File: src/hw/rtl/rts_pkg.sv
// Shared types, constants and helper functions of the roundabout track sequencer.
`default_nettype none

package rts_pkg;

	// Field widths
	localparam int POINT_BITS   = 8;
	localparam int ODO_BITS     = 32;
	localparam int THR_BITS     = 8;
	localparam int ARC_BITS     = 32;
	localparam int CNT_BITS     = 8;
	localparam int CODE_BITS    = 4;
	localparam int TRIM_BITS    = 8;
	localparam int CFG_IDX_BITS = 3;
	localparam int CFG_DAT_BITS = 32;
	// wide enough for any point count against any threshold
	localparam int CMP_BITS     = 17;
	// wide enough for travel against the arc length
	localparam int ARC_CMP_BITS = 65;

	// Register indexes
	localparam logic [CFG_IDX_BITS-1:0] REG_LOST_LINE   = 3'd0;
	localparam logic [CFG_IDX_BITS-1:0] REG_FOUND_LINE  = 3'd1;
	localparam logic [CFG_IDX_BITS-1:0] REG_INSIDE_LOST = 3'd2;
	localparam logic [CFG_IDX_BITS-1:0] REG_EXIT_CORNER = 3'd3;
	localparam logic [CFG_IDX_BITS-1:0] REG_ARC_TICKS   = 3'd4;

	// Register reset values
	localparam logic [THR_BITS-1:0] LOST_LINE_RST   = 8'd10;
	localparam logic [THR_BITS-1:0] FOUND_LINE_RST  = 8'd50;
	localparam logic [THR_BITS-1:0] INSIDE_LOST_RST = 8'd5;
	localparam logic [THR_BITS-1:0] EXIT_CORNER_RST = 8'd20;
	localparam logic [ARC_BITS-1:0] ARC_TICKS_RST   = 32'd10000;

	// Debounce limits
	localparam logic [CNT_BITS-1:0] BEGIN_MISS_MIN  = 8'd2;
	localparam logic [CNT_BITS-1:0] BEGIN_FOUND_MIN = 8'd1;
	localparam logic [CNT_BITS-1:0] LEND_MISS_MIN   = 8'd3;
	localparam logic [CNT_BITS-1:0] REND_MISS_MIN   = 8'd2;
	localparam logic [CNT_BITS-1:0] CNT_MAX         = 8'd255;

	// Reported state codes
	localparam logic [CODE_BITS-1:0] CODE_NONE   = 4'd0;
	localparam logic [CODE_BITS-1:0] CODE_LBEGIN = 4'd1;
	localparam logic [CODE_BITS-1:0] CODE_RBEGIN = 4'd2;
	localparam logic [CODE_BITS-1:0] CODE_LRUN   = 4'd3;
	localparam logic [CODE_BITS-1:0] CODE_RRUN   = 4'd4;
	localparam logic [CODE_BITS-1:0] CODE_LIN    = 4'd5;
	localparam logic [CODE_BITS-1:0] CODE_RIN    = 4'd6;
	localparam logic [CODE_BITS-1:0] CODE_LOUT   = 4'd7;
	localparam logic [CODE_BITS-1:0] CODE_ROUT   = 4'd8;
	localparam logic [CODE_BITS-1:0] CODE_LEND   = 4'd9;
	localparam logic [CODE_BITS-1:0] CODE_REND   = 4'd10;

	// Sequence phase, one-hot
	typedef enum logic [10:0] {
		PH_NONE   = 11'b000_0000_0001,
		PH_LBEGIN = 11'b000_0000_0010,
		PH_RBEGIN = 11'b000_0000_0100,
		PH_LRUN   = 11'b000_0000_1000,
		PH_RRUN   = 11'b000_0001_0000,
		PH_LIN    = 11'b000_0010_0000,
		PH_RIN    = 11'b000_0100_0000,
		PH_LOUT   = 11'b000_1000_0000,
		PH_ROUT   = 11'b001_0000_0000,
		PH_LEND   = 11'b010_0000_0000,
		PH_REND   = 11'b100_0000_0000
	} rts_phase_t;

	// Configuration registers
	typedef struct packed {
		logic [THR_BITS-1:0] lost_line;
		logic [THR_BITS-1:0] found_line;
		logic [THR_BITS-1:0] inside_lost;
		logic [THR_BITS-1:0] exit_corner;
		logic [ARC_BITS-1:0] arc_ticks;
	} rts_cfg_t;

	// One frame's input beat
	typedef struct packed {
		logic                  left_corner_found;
		logic                  right_corner_found;
		logic                  left_straight;
		logic                  right_straight;
		logic [POINT_BITS-1:0] left_points;
		logic [POINT_BITS-1:0] right_points;
		logic [POINT_BITS-1:0] left_corner_index;
		logic [POINT_BITS-1:0] right_corner_index;
		logic [ODO_BITS-1:0]   odometer;
	} rts_item_t;

	// One frame's result beat
	typedef struct packed {
		logic [CODE_BITS-1:0] ring_state;
		logic                 follow_right;
		logic                 follow_valid;
		logic                 trim_left;
		logic                 trim_right;
		logic [TRIM_BITS-1:0] trim_length;
	} rts_result_t;

	// Counter step that sticks at full scale
	function automatic logic [CNT_BITS-1:0] sat_inc(input logic [CNT_BITS-1:0] v);
		return (v == CNT_MAX) ? v : v + 8'd1;
	endfunction

	// Point count below a threshold
	function automatic logic pts_lt(input logic [POINT_BITS-1:0] p,
			input logic [THR_BITS-1:0] t);
		return CMP_BITS'(p) < CMP_BITS'(t);
	endfunction

	// Point count above a threshold
	function automatic logic pts_gt(input logic [POINT_BITS-1:0] p,
			input logic [THR_BITS-1:0] t);
		return CMP_BITS'(p) > CMP_BITS'(t);
	endfunction

	// One-hot phase to its reported code
	function automatic logic [CODE_BITS-1:0] phase_code(input rts_phase_t ph);
		logic [CODE_BITS-1:0] c;
		unique case (ph)
			PH_NONE:   c = CODE_NONE;
			PH_LBEGIN: c = CODE_LBEGIN;
			PH_RBEGIN: c = CODE_RBEGIN;
			PH_LRUN:   c = CODE_LRUN;
			PH_RRUN:   c = CODE_RRUN;
			PH_LIN:    c = CODE_LIN;
			PH_RIN:    c = CODE_RIN;
			PH_LOUT:   c = CODE_LOUT;
			PH_ROUT:   c = CODE_ROUT;
			PH_LEND:   c = CODE_LEND;
			PH_REND:   c = CODE_REND;
			default:   c = CODE_NONE;
		endcase
		return c;
	endfunction

endpackage

`default_nettype wire

File: src/hw/rtl/rts_cfg_regs.sv
// Configuration register file of the roundabout track sequencer.
`default_nettype none

module rts_cfg_regs (
	input  logic                             clk,
	input  logic                             arst_n,
	input  logic                             wr_en,
	input  logic [rts_pkg::CFG_IDX_BITS-1:0] wr_index,
	input  logic [rts_pkg::CFG_DAT_BITS-1:0] wr_data,
	output rts_pkg::rts_cfg_t                cfg
);
	import rts_pkg::*;

	rts_cfg_t cfg_q;

	// Register writes; unknown indexes are dropped
	always_ff @(posedge clk or negedge arst_n) begin
		if (!arst_n) begin
			cfg_q.lost_line   <= LOST_LINE_RST;
			cfg_q.found_line  <= FOUND_LINE_RST;
			cfg_q.inside_lost <= INSIDE_LOST_RST;
			cfg_q.exit_corner <= EXIT_CORNER_RST;
			cfg_q.arc_ticks   <= ARC_TICKS_RST;
		end else if (wr_en) begin
			unique case (wr_index)
				REG_LOST_LINE:   cfg_q.lost_line   <= wr_data[THR_BITS-1:0];
				REG_FOUND_LINE:  cfg_q.found_line  <= wr_data[THR_BITS-1:0];
				REG_INSIDE_LOST: cfg_q.inside_lost <= wr_data[THR_BITS-1:0];
				REG_EXIT_CORNER: cfg_q.exit_corner <= wr_data[THR_BITS-1:0];
				REG_ARC_TICKS:   cfg_q.arc_ticks   <= wr_data[ARC_BITS-1:0];
				default: ;
			endcase
		end
	end

	assign cfg = cfg_q;

endmodule

`default_nettype wire

File: src/hw/rtl/rts_seq.sv
// Roundabout phase sequencer: state registers and the per-frame step logic.
`default_nettype none

module rts_seq (
	input  logic                 clk,
	input  logic                 arst_n,
	input  logic                 step_en,
	input  rts_pkg::rts_item_t   item,
	input  rts_pkg::rts_cfg_t    cfg,
	output rts_pkg::rts_result_t res
);
	import rts_pkg::*;

	rts_phase_t            phase_q, ph_eff, phase_d;
	logic [CNT_BITS-1:0]   lmiss_q, lfound_q, rmiss_q, rfound_q;
	logic [CNT_BITS-1:0]   lmiss_d, lfound_d, rmiss_d, rfound_d;
	logic [CNT_BITS-1:0]   lmiss_inc, lfound_inc, rmiss_inc, rfound_inc;
	logic [ODO_BITS-1:0]   mark_q, mark_d;
	logic [ODO_BITS-1:0]   travel;
	logic                  arc_done;
	logic                  fr, fv, tl, tr;
	logic [TRIM_BITS-1:0]  tlen;

	// Travel since entry, read as signed; backward travel never finishes
	assign travel   = item.odometer - mark_q;
	assign arc_done = !travel[ODO_BITS-1] &&
		(ARC_CMP_BITS'(travel) >= ARC_CMP_BITS'(cfg.arc_ticks));

	// Miss counts step first, found counts use the stepped miss count
	assign lmiss_inc  = pts_lt(item.left_points, cfg.lost_line)  ? sat_inc(lmiss_q) : lmiss_q;
	assign rmiss_inc  = pts_lt(item.right_points, cfg.lost_line) ? sat_inc(rmiss_q) : rmiss_q;
	assign lfound_inc = sat_inc(lfound_q);
	assign rfound_inc = sat_inc(rfound_q);

	// Entry check ahead of the sequence step
	always_comb begin
		ph_eff = phase_q;
		if (phase_q == PH_NONE) begin
			if (item.left_corner_found && !item.right_corner_found && item.right_straight)
				ph_eff = PH_LBEGIN;
			else if (!item.left_corner_found && item.right_corner_found && item.left_straight)
				ph_eff = PH_RBEGIN;
		end
	end

	// Sequence step
	always_comb begin
		phase_d  = ph_eff;
		lmiss_d  = lmiss_q;
		lfound_d = lfound_q;
		rmiss_d  = rmiss_q;
		rfound_d = rfound_q;
		mark_d   = mark_q;
		fr       = 1'b0;
		fv       = 1'b1;
		tl       = 1'b0;
		tr       = 1'b0;
		tlen     = '0;
		unique case (ph_eff)
			PH_LBEGIN: begin
				fr      = 1'b1;
				lmiss_d = lmiss_inc;
				if (pts_gt(item.left_points, cfg.found_line) && lmiss_inc > BEGIN_MISS_MIN) begin
					lfound_d = lfound_inc;
					if (lfound_inc > BEGIN_FOUND_MIN) begin
						phase_d  = PH_LIN;
						lmiss_d  = '0;
						lfound_d = '0;
						mark_d   = item.odometer;
					end
				end
			end
			PH_LIN: begin
				if (pts_lt(item.left_points, cfg.inside_lost) || arc_done)
					phase_d = PH_LRUN;
			end
			PH_LRUN: begin
				fr = 1'b1;
				if (item.right_corner_found) begin
					tr   = 1'b1;
					tlen = TRIM_BITS'(item.right_corner_index);
					if (pts_lt(item.right_corner_index, cfg.exit_corner))
						phase_d = PH_LOUT;
				end
			end
			PH_LOUT: begin
				if (item.right_straight)
					phase_d = PH_LEND;
			end
			PH_LEND: begin
				fr      = 1'b1;
				lmiss_d = lmiss_inc;
				if (pts_gt(item.left_points, cfg.found_line) && lmiss_inc > LEND_MISS_MIN) begin
					phase_d = PH_NONE;
					lmiss_d = '0;
				end
			end
			PH_RBEGIN: begin
				rmiss_d = rmiss_inc;
				if (pts_gt(item.right_points, cfg.found_line) && rmiss_inc > BEGIN_MISS_MIN) begin
					rfound_d = rfound_inc;
					if (rfound_inc > BEGIN_FOUND_MIN) begin
						phase_d  = PH_RIN;
						rmiss_d  = '0;
						rfound_d = '0;
						mark_d   = item.odometer;
					end
				end
			end
			PH_RIN: begin
				fr = 1'b1;
				if (pts_lt(item.right_points, cfg.inside_lost) || arc_done)
					phase_d = PH_RRUN;
			end
			PH_RRUN: begin
				if (item.left_corner_found) begin
					tl   = 1'b1;
					tlen = TRIM_BITS'(item.left_corner_index);
					if (pts_lt(item.left_corner_index, cfg.exit_corner))
						phase_d = PH_ROUT;
				end
			end
			PH_ROUT: begin
				fr = 1'b1;
				if (item.left_straight)
					phase_d = PH_REND;
			end
			PH_REND: begin
				rmiss_d = rmiss_inc;
				if (pts_gt(item.right_points, cfg.found_line) && rmiss_inc > REND_MISS_MIN) begin
					phase_d = PH_NONE;
					rmiss_d = '0;
				end
			end
			PH_NONE: fv = 1'b0;
			default: fv = 1'b0;
		endcase
	end

	// State registers advance once per frame
	always_ff @(posedge clk or negedge arst_n) begin
		if (!arst_n) begin
			phase_q  <= PH_NONE;
			lmiss_q  <= '0;
			lfound_q <= '0;
			rmiss_q  <= '0;
			rfound_q <= '0;
			mark_q   <= '0;
		end else if (step_en) begin
			phase_q  <= phase_d;
			lmiss_q  <= lmiss_d;
			lfound_q <= lfound_d;
			rmiss_q  <= rmiss_d;
			rfound_q <= rfound_d;
			mark_q   <= mark_d;
		end
	end

	// Result of this frame
	always_comb begin
		res.ring_state   = phase_code(phase_d);
		res.follow_right = fr;
		res.follow_valid = fv;
		res.trim_left    = tl;
		res.trim_right   = tr;
		res.trim_length  = tlen;
	end

endmodule

`default_nettype wire

File: src/hw/rtl/roundabout_track_sequencer.sv
// Top level of the roundabout track sequencer: beat registers, handshakes, submodules.
// Usage:
//   Input channel (in_valid/in_ready) carries one camera frame's boundary summary per
//   beat; output channel (out_valid/out_ready) returns exactly one result beat per
//   input beat, in order: the ring state, the boundary to follow and an optional trim.
//   Config channel (cfg_valid/cfg_ready, cfg_index, cfg_data) writes the five
//   thresholds; cfg_ready is always high. Write config only while the block is idle.
// Timing:
//   A frame beat is captured in the input register, stepped through the phase logic
//   and lands in the result register once that register is empty or its beat is taken.
//   One beat per cycle is sustained while out_ready stays high; the phase update from
//   input register to result register is combinational.
// Reset:
//   arst_n clears the valid flags of both beat registers, the phase (back to no roundabout),
//   all miss and found counters, the entry mark, and loads the default thresholds.
// Stall:
//   With out_ready low the result holds; the input register still takes one more beat,
//   then in_ready drops until the result is taken.
`default_nettype none

module roundabout_track_sequencer (
	input  logic                                    clk,
	input  logic                                    arst_n,
	// frame input
	input  logic                                    in_valid,
	output logic                                    in_ready,
	input  logic                                    left_corner_found,
	input  logic                                    right_corner_found,
	input  logic                                    left_straight,
	input  logic                                    right_straight,
	input  logic [rts_pkg::POINT_BITS-1:0]          left_points,
	input  logic [rts_pkg::POINT_BITS-1:0]          right_points,
	input  logic [rts_pkg::POINT_BITS-1:0]          left_corner_index,
	input  logic [rts_pkg::POINT_BITS-1:0]          right_corner_index,
	input  logic signed [rts_pkg::ODO_BITS-1:0]     odometer,
	// result output
	output logic                                    out_valid,
	input  logic                                    out_ready,
	output logic [rts_pkg::CODE_BITS-1:0]           ring_state,
	output logic                                    follow_right,
	output logic                                    follow_valid,
	output logic                                    trim_left,
	output logic                                    trim_right,
	output logic [rts_pkg::TRIM_BITS-1:0]           trim_length,
	// configuration writes
	input  logic                                    cfg_valid,
	output logic                                    cfg_ready,
	input  logic [rts_pkg::CFG_IDX_BITS-1:0]        cfg_index,
	input  logic [rts_pkg::CFG_DAT_BITS-1:0]        cfg_data
);
	import rts_pkg::*;

	rts_item_t   item_s1;
	logic        valid_s1;
	rts_result_t res_s2;
	logic        valid_s2;
	rts_result_t res_d;
	rts_cfg_t    cfg;
	logic        advance;
	logic        in_fire;

	// Handshakes
	assign advance   = valid_s1 && (!valid_s2 || out_ready);
	assign in_ready  = !valid_s1 || advance;
	assign in_fire   = in_valid && in_ready;
	assign cfg_ready = 1'b1;

	// Input beat register
	always_ff @(posedge clk or negedge arst_n) begin
		if (!arst_n)
			valid_s1 <= 1'b0;
		else if (in_fire)
			valid_s1 <= 1'b1;
		else if (advance)
			valid_s1 <= 1'b0;
	end

	always_ff @(posedge clk) begin
		if (in_fire) begin
			item_s1.left_corner_found  <= left_corner_found;
			item_s1.right_corner_found <= right_corner_found;
			item_s1.left_straight      <= left_straight;
			item_s1.right_straight     <= right_straight;
			item_s1.left_points        <= left_points;
			item_s1.right_points       <= right_points;
			item_s1.left_corner_index  <= left_corner_index;
			item_s1.right_corner_index <= right_corner_index;
			item_s1.odometer           <= $unsigned(odometer);
		end
	end

	rts_cfg_regs u_cfg (
		.clk      (clk),
		.arst_n   (arst_n),
		.wr_en    (cfg_valid),
		.wr_index (cfg_index),
		.wr_data  (cfg_data),
		.cfg      (cfg)
	);

	rts_seq u_seq (
		.clk     (clk),
		.arst_n  (arst_n),
		.step_en (advance),
		.item    (item_s1),
		.cfg     (cfg),
		.res     (res_d)
	);

	// Result beat register
	always_ff @(posedge clk or negedge arst_n) begin
		if (!arst_n)
			valid_s2 <= 1'b0;
		else if (advance)
			valid_s2 <= 1'b1;
		else if (out_ready)
			valid_s2 <= 1'b0;
	end

	always_ff @(posedge clk) begin
		if (advance)
			res_s2 <= res_d;
	end

	assign out_valid    = valid_s2;
	assign ring_state   = res_s2.ring_state;
	assign follow_right = res_s2.follow_right;
	assign follow_valid = res_s2.follow_valid;
	assign trim_left    = res_s2.trim_left;
	assign trim_right   = res_s2.trim_right;
	assign trim_length  = res_s2.trim_length;

endmodule

`default_nettype wire

File: config.mk
export PLATFORM = sky130hd
export DESIGN_NAME = roundabout_track_sequencer
export DESIGN_NICKNAME = d
export VERILOG_FILES = /design/src/hw/rtl/rts_pkg.sv /design/src/hw/rtl/rts_cfg_regs.sv /design/src/hw/rtl/rts_seq.sv /design/src/hw/rtl/roundabout_track_sequencer.sv
export SDC_FILE = /design/constraint.sdc
export NUM_CORES = 1
export LEC_CHECK = 0
export BUFFER_PORTS_ARGS = -buffer_cell sky130_fd_sc_hd__buf_2
export CORE_ASPECT_RATIO = 1.75
export CORE_MARGIN = 2
export CORE_UTILIZATION = 30
export CTS_CLUSTER_SIZE = 28
export DETAILED_ROUTE_END_ITERATION = 7
export PLACE_DENSITY = 0.55
export SYNTH_ARGS = -nofsm -noshare
export SYNTH_HDL_FRONTEND = slang
export SYNTH_SLANG_ARGS = --single-unit
File: constraint.sdc
create_clock -name clk -period 8.1 [get_ports clk]
set_input_delay 0.81 -clock clk [delete_from_list [all_inputs] [get_ports clk]]
set_output_delay 0.81 -clock clk [all_outputs]
set_load 0.005 [all_outputs]
* Word level (Yosys, flattened, before mapping) *
Cells that the tools add are included.
W data, S select, Z words.

storage, ports and cells
  bits in registers = 225
  bits of input ports = 108
  output and inout bits = 19
  logic and storage cells = 168

cells by class
  add/sub/neg operators = 5
  magnitude comparators = 14
  equal/unequal tests = 33
  multiplexer cells = 51
  reductions and logical operators = 37

operator list
  kind                    count
  $mux W11                17
  $mux W32                4
  $mux W8                 16
  $pmux W11 S10           1
  $pmux W32 S2            1
  $lt A8 B8 Y1            6
  $pmux W8 S2             3
  $pmux W4 S10            1
  $add A8 B1 Y8 const B   4
  $eq A8 B8 Y1 const B    4
  $ge A32 B32 Y1          1
  $sub A32 B32 Y32        1
  $gt A8 B2 Y1 const B    3
  $eq A11 B10 Y1 const B  2
  $eq A11 B11 Y1 const B  2
  $eq A11 B2 Y1 const B   2
  $eq A11 B3 Y1 const B   2
  $eq A11 B4 Y1 const B   2
  $eq A11 B5 Y1 const B   2
  $eq A11 B6 Y1 const B   2
  $eq A11 B7 Y1 const B   2
  $eq A11 B8 Y1 const B   2
  $eq A11 B9 Y1 const B   2
  $gt A8 B1 Y1 const B    2
  17 further kinds        56

* Depth between registers and ports, before layout *
  depth in word-level cells = 11
  gate-level depth with buffers = 28
  depth with buffers taken out = 28

* Modules after synthesis *
A second synthesis with hierarchy kept.

unflattened totals
  cells, all modules = 1254
  area total of the unflattened synthesis = 13789.5 sq um

by module, submodules not included
  module                      instances  cells each  area each (sq um)  sequential area each (sq um)
  rts_seq                     1          1021        8559.5             1878.1
  roundabout_track_sequencer  1          94          2637.5             2572.5
  rts_cfg_regs                1          139         2592.5             1619.1

* Least setup slack after synthesis *
Ideal clock, no wire load.

  kind = flip-flop to flip-flop
  start = reg item_s1[0] in the netlist's numbering
  end = reg res_s2, in the netlist ring_state[1], data pin
  setup time = 0.256 ns
  arrival = 5.111 ns
  data required time = 7.844 ns
  setup slack = 2.733 ns
  cell stages (with the launch flop) = 29
  buffers on the path = 0
  period minus slack after synthesis = 5.367 ns
  cells stage by stage = edfxtp_1 > inv_1 > ha_1 > inv_1 > fa_1 > a21o_1 > a21oi_1 > o21ai_0 > a21oi_1 > o211ai_1 > nand4_1 > a311oi_1 > o21a_1 > o21a_1 > o41ai_1 > o21ba_2 > xnor2_1 > ha_1 > nand2_1 > nor2_1 > o221ai_1 > a32oi_1 > a31oi_1 > or2_1 > a211oi_1 > a21oi_4 > xnor2_1 > o2bb2ai_1 > a41o_1

RTL lines
  item                  RTL line                           source
  start, declared       roundabout_track_sequencer.sv:53   rts_item_t item_s1;
  end signal, assigned  roundabout_track_sequencer.sv:122  res_s2 <= res_d;
  end, declared         roundabout_track_sequencer.sv:55   rts_result_t res_s2;

==> out/metrics.cfg <==
[run_status]
run_status=complete, no violations

[final_layout]
ff_latch_area_um2=6070
mostFrequentLayoutCell=nand2_1
postLayoutCoreUtil_pct=34.99
final_layout_size_suffix_gt1_share_pct=18.54
n_fill_cell=4479
multi_input_comb_area_um2=6685
finish.net_count=1680
area_growth_syn_to_layout_pct=15.71
most-common-layout-cells=nand2_1, ha_1, dfrtp_1
stdcell_area_um2=15400

[critical_path]
longest_individual_stage_delay_on_the_worst_path_ns=0.47
critical_path_start_end_classification=reg2reg
crit_slowest_cell=o41ai_1
crit_path_max_fanout=5
crit_required_ns=8.39
timing.critical_path.from_type=flip-flop
critPathArrivalTime_ns=6.64
endpoint_kind=flip-flop

[synthesis]
total_number_of_yosys_warnings=0
yosysUniqueCellTypes=92
netlist_instances=1315
sequential_element_share_of_the_synthesized_area_pct=45.59
ys_seq_elements=225
syn_avg_cell_area_um2=10.12
prevailing_post_synth_register_cell=dfrtp_1
synth_enable_flop_cells=84
syn_nets=1551
async_reset_ff_share_pct=62.67
syn_area_um2=13310

[timing]
setup-violations-final=0
fin_skew_ns=0.01041
fin_hold_ws_ns=0.3370
timing_hold_violations_final=0
relSlewSlack_pct=29.44
clock.fmax_mhz=157.4
timing.final.crit_share_pct=78.42
worst_pin_slew_ns=1.050
drv_slew=0
worst_slack_ns=1.748
rsz0062_at_grt=no
final_period_minus_worst_setup_slack_ns=6.352
finalSetupTns_ns=0

[floorplanning]
core.rowCount=102
floorplan.initialDensity_pct=30.24
floorplan.core_area_um2=44030
die_h_um=282.7
pin_count=127
floorplan.die_area_um2=46140
die_width_um=163.2

[route]
drt_iter0_markers=443
vias=10200
drtPass1Iterations=7
detail_route.drc_violations=0
routed_wl_um=36130
antenna_violating_nets_post_route=0
avgRoutedWirePerCell_um=17.76
vias_per_inst=5.012

[placement]
place_worst_setup_slack_ns=1.870
place_congestion=0.8698
placedInstanceArea_um2=14610
place.port_buffers=125
detailed_place_hpwl_um=27880

[clock_tree]
cts-hold-fix-buffers=0
path_clk_slew_ns=0.06
cts_setup_buffers=0
htree_levels=1
sink_count_of_the_clock_tree=225
cts_inserted_buffers=24
clkLatencyLatePin_ns=0.53
root_buffer=clkbuf_16
max-clock-path-buffers=3
tritoncts_clock_tree=built
cts_resized=0

[pwr]
worst_ir_drop_vdd_uv=155.7
power_density_nw_per_um2=196.6
p_leak_nw=6.676

[global_routing]
first_pass_grt_wire_length_um=57530
grt_usage_pct=15.96
grt_antenna_before_repair=3
grt-ovfl-total=0
grt_pass1_vias=10690
pin_count_of_the_biggest_net_entering_global_routing=89

[min_path]
worst_hold_path_type=in2async

[run]
max_cap_viol_count=0

-- power breakdown --
| group | internal, mW | switching [mW] | total [mW] |
|---|---|---|---|
| Combinational | 0.230 | 0.341 | 0.572 |
| Sequential | 1.29 | 0.0419 | 1.34 |
| Clock | 0.647 | 0.474 | 1.12 |
| Total | 2.17 | 0.857 | 3.03 |
-- path summary, 6_finish.rpt --
| kind | slack (ns) | to | start | cells past startpoint |
|---|---|---|---|---|
| worst max-delay path | 1.75 | ring_state[1] | item_s1[0] | 28 |
| worst min-delay path | 0.34 | valid_s1 | arst_n | 1 |
| worst max register to register | 1.75 | ring_state[1] | item_s1[0] | 28 |
| worst min register to register | 0.49 | out_valid | valid_s1 | 1 |
| max in group asynchronous | 6.42 | u_seq.mark_q[25] | arst_n | 2 |
| min in group clk | 0.45 | item_s1[44] | left_corner_index[4] | 1 |
-- routing by layer --
metal | vias up | global-route usage [%] | part of all wire (%)
met5 | - | 0 | 0.094
met1 | 4892 | 16.47 | 37
met2 | 213 | 31.59 | 55
li1 | 5003 | - | -
met4 | 6 | 6.512 | 4.1
met3 | 86 | 2.229 | 3.7
-- cell type report --
| class | count | area share [%] |
|---|---|---|
| diodes | 1 | 0.01624 |
| multi-input cells | 941 | 43.40 |
| clock inverters | 8 | 0.4873 |
| clock buffers | 36 | 4.662 |
| repair buffers | 133 | 4.492 |
| well taps | 572 | 4.646 |
| flip-flops and latches | 225 | 39.40 |
| inverters | 119 | 2.900 |
-- worst max-delay path, delay by kind of cell (launching register included) --
family	cells	cell delay, ns
AND/OR/NAND/NOR	4	0.79
AO/OA/AOI/OAI	17	3.71
XOR/XNOR	1	0.07
buffers and inverters	2	0.12
flip-flops	1	0.35
adder cells (fa/ha/maj)	3	0.89
multiplexers	1	0.20
-- kinds of logic (layout without fill, tap and decap cells) --
family                     Yosys count  after routing  synth area share (%)
buffers and inverters              149            296                 4.427
muxes                               49             49                 4.088
and+or+nand+nor                    390            390                 14.79
other                                1              2               0.02817
adders and majority gates          128            128                 12.09
xor gates and xnor gates            31             31                 2.096
DFF                                225            225                 45.59
AOI/OAI and AO/OA                  342            342                 16.89
-- flip-flops by register name (all words and copies together), names as in the netlist --
| signal | cells |
|---|---|
| u_seq.phase_q | 11 |
| u_cfg.cfg | 64 |
| u_seq.lmiss_q | 8 |
| trim_length | 8 |
| u_seq.lfound_q | 8 |
| u_seq.mark_q | 32 |
| trim_left | 1 |
| valid_s1 | 1 |
| follow_valid | 1 |
| out_valid | 1 |
| item_s1 | 68 |
| u_seq.rmiss_q | 8 |
| follow_right | 1 |
| u_seq.rfound_q | 8 |
| trim_right | 1 |
| ring_state | 4 |
-- cell usage after synthesis, drive strengths merged (4+ instances only) --
library cell / instances / area [um2]
nor4: 15 / 127.6
nand2: 145 / 546.8
a21oi: 67 / 354.1
o31ai: 4 / 35.03
a22o: 10 / 87.58
dfrtp: 126 / 3153
a31oi: 16 / 115.1
nand3b: 5 / 37.54
nand2b: 11 / 68.82
or4: 5 / 37.54
xor2: 8 / 70.07
dfstp: 15 / 394.1
mux2: 43 / 484.2
and4: 7 / 61.31
nand4: 13 / 81.33
inv: 118 / 442.9
o21bai: 6 / 45.04
nor2: 72 / 270.3
a21o: 20 / 150.1
a311oi: 5 / 50.04
mux2i: 6 / 60.06
and3: 8 / 55.05
nor2b: 26 / 162.7
o21ai: 127 / 643.1
o211ai: 8 / 65.06
and2: 11 / 71.32
clkbuf: 18 / 67.56
nor3: 25 / 146.4
edfxtp: 84 / 2522
o21a: 17 / 127.6
o2111ai: 5 / 43.79
a211oi: 22 / 190.2
xnor2: 23 / 209.0
nand3: 26 / 135.1
or2: 6 / 37.53
buf: 12 / 75.07
and3b: 4 / 35.03
ha: 127 / 1589
-- stage by stage --
stage	std cells	total power [mW]
after global routing	2034	3.213
after detailed placement	1990	1.936
after global placement	1990	1.917
final	2035	3.028
after CTS	2034	3.081
after floorplan	1315	1.727
(Power assumes the default switching activity.)
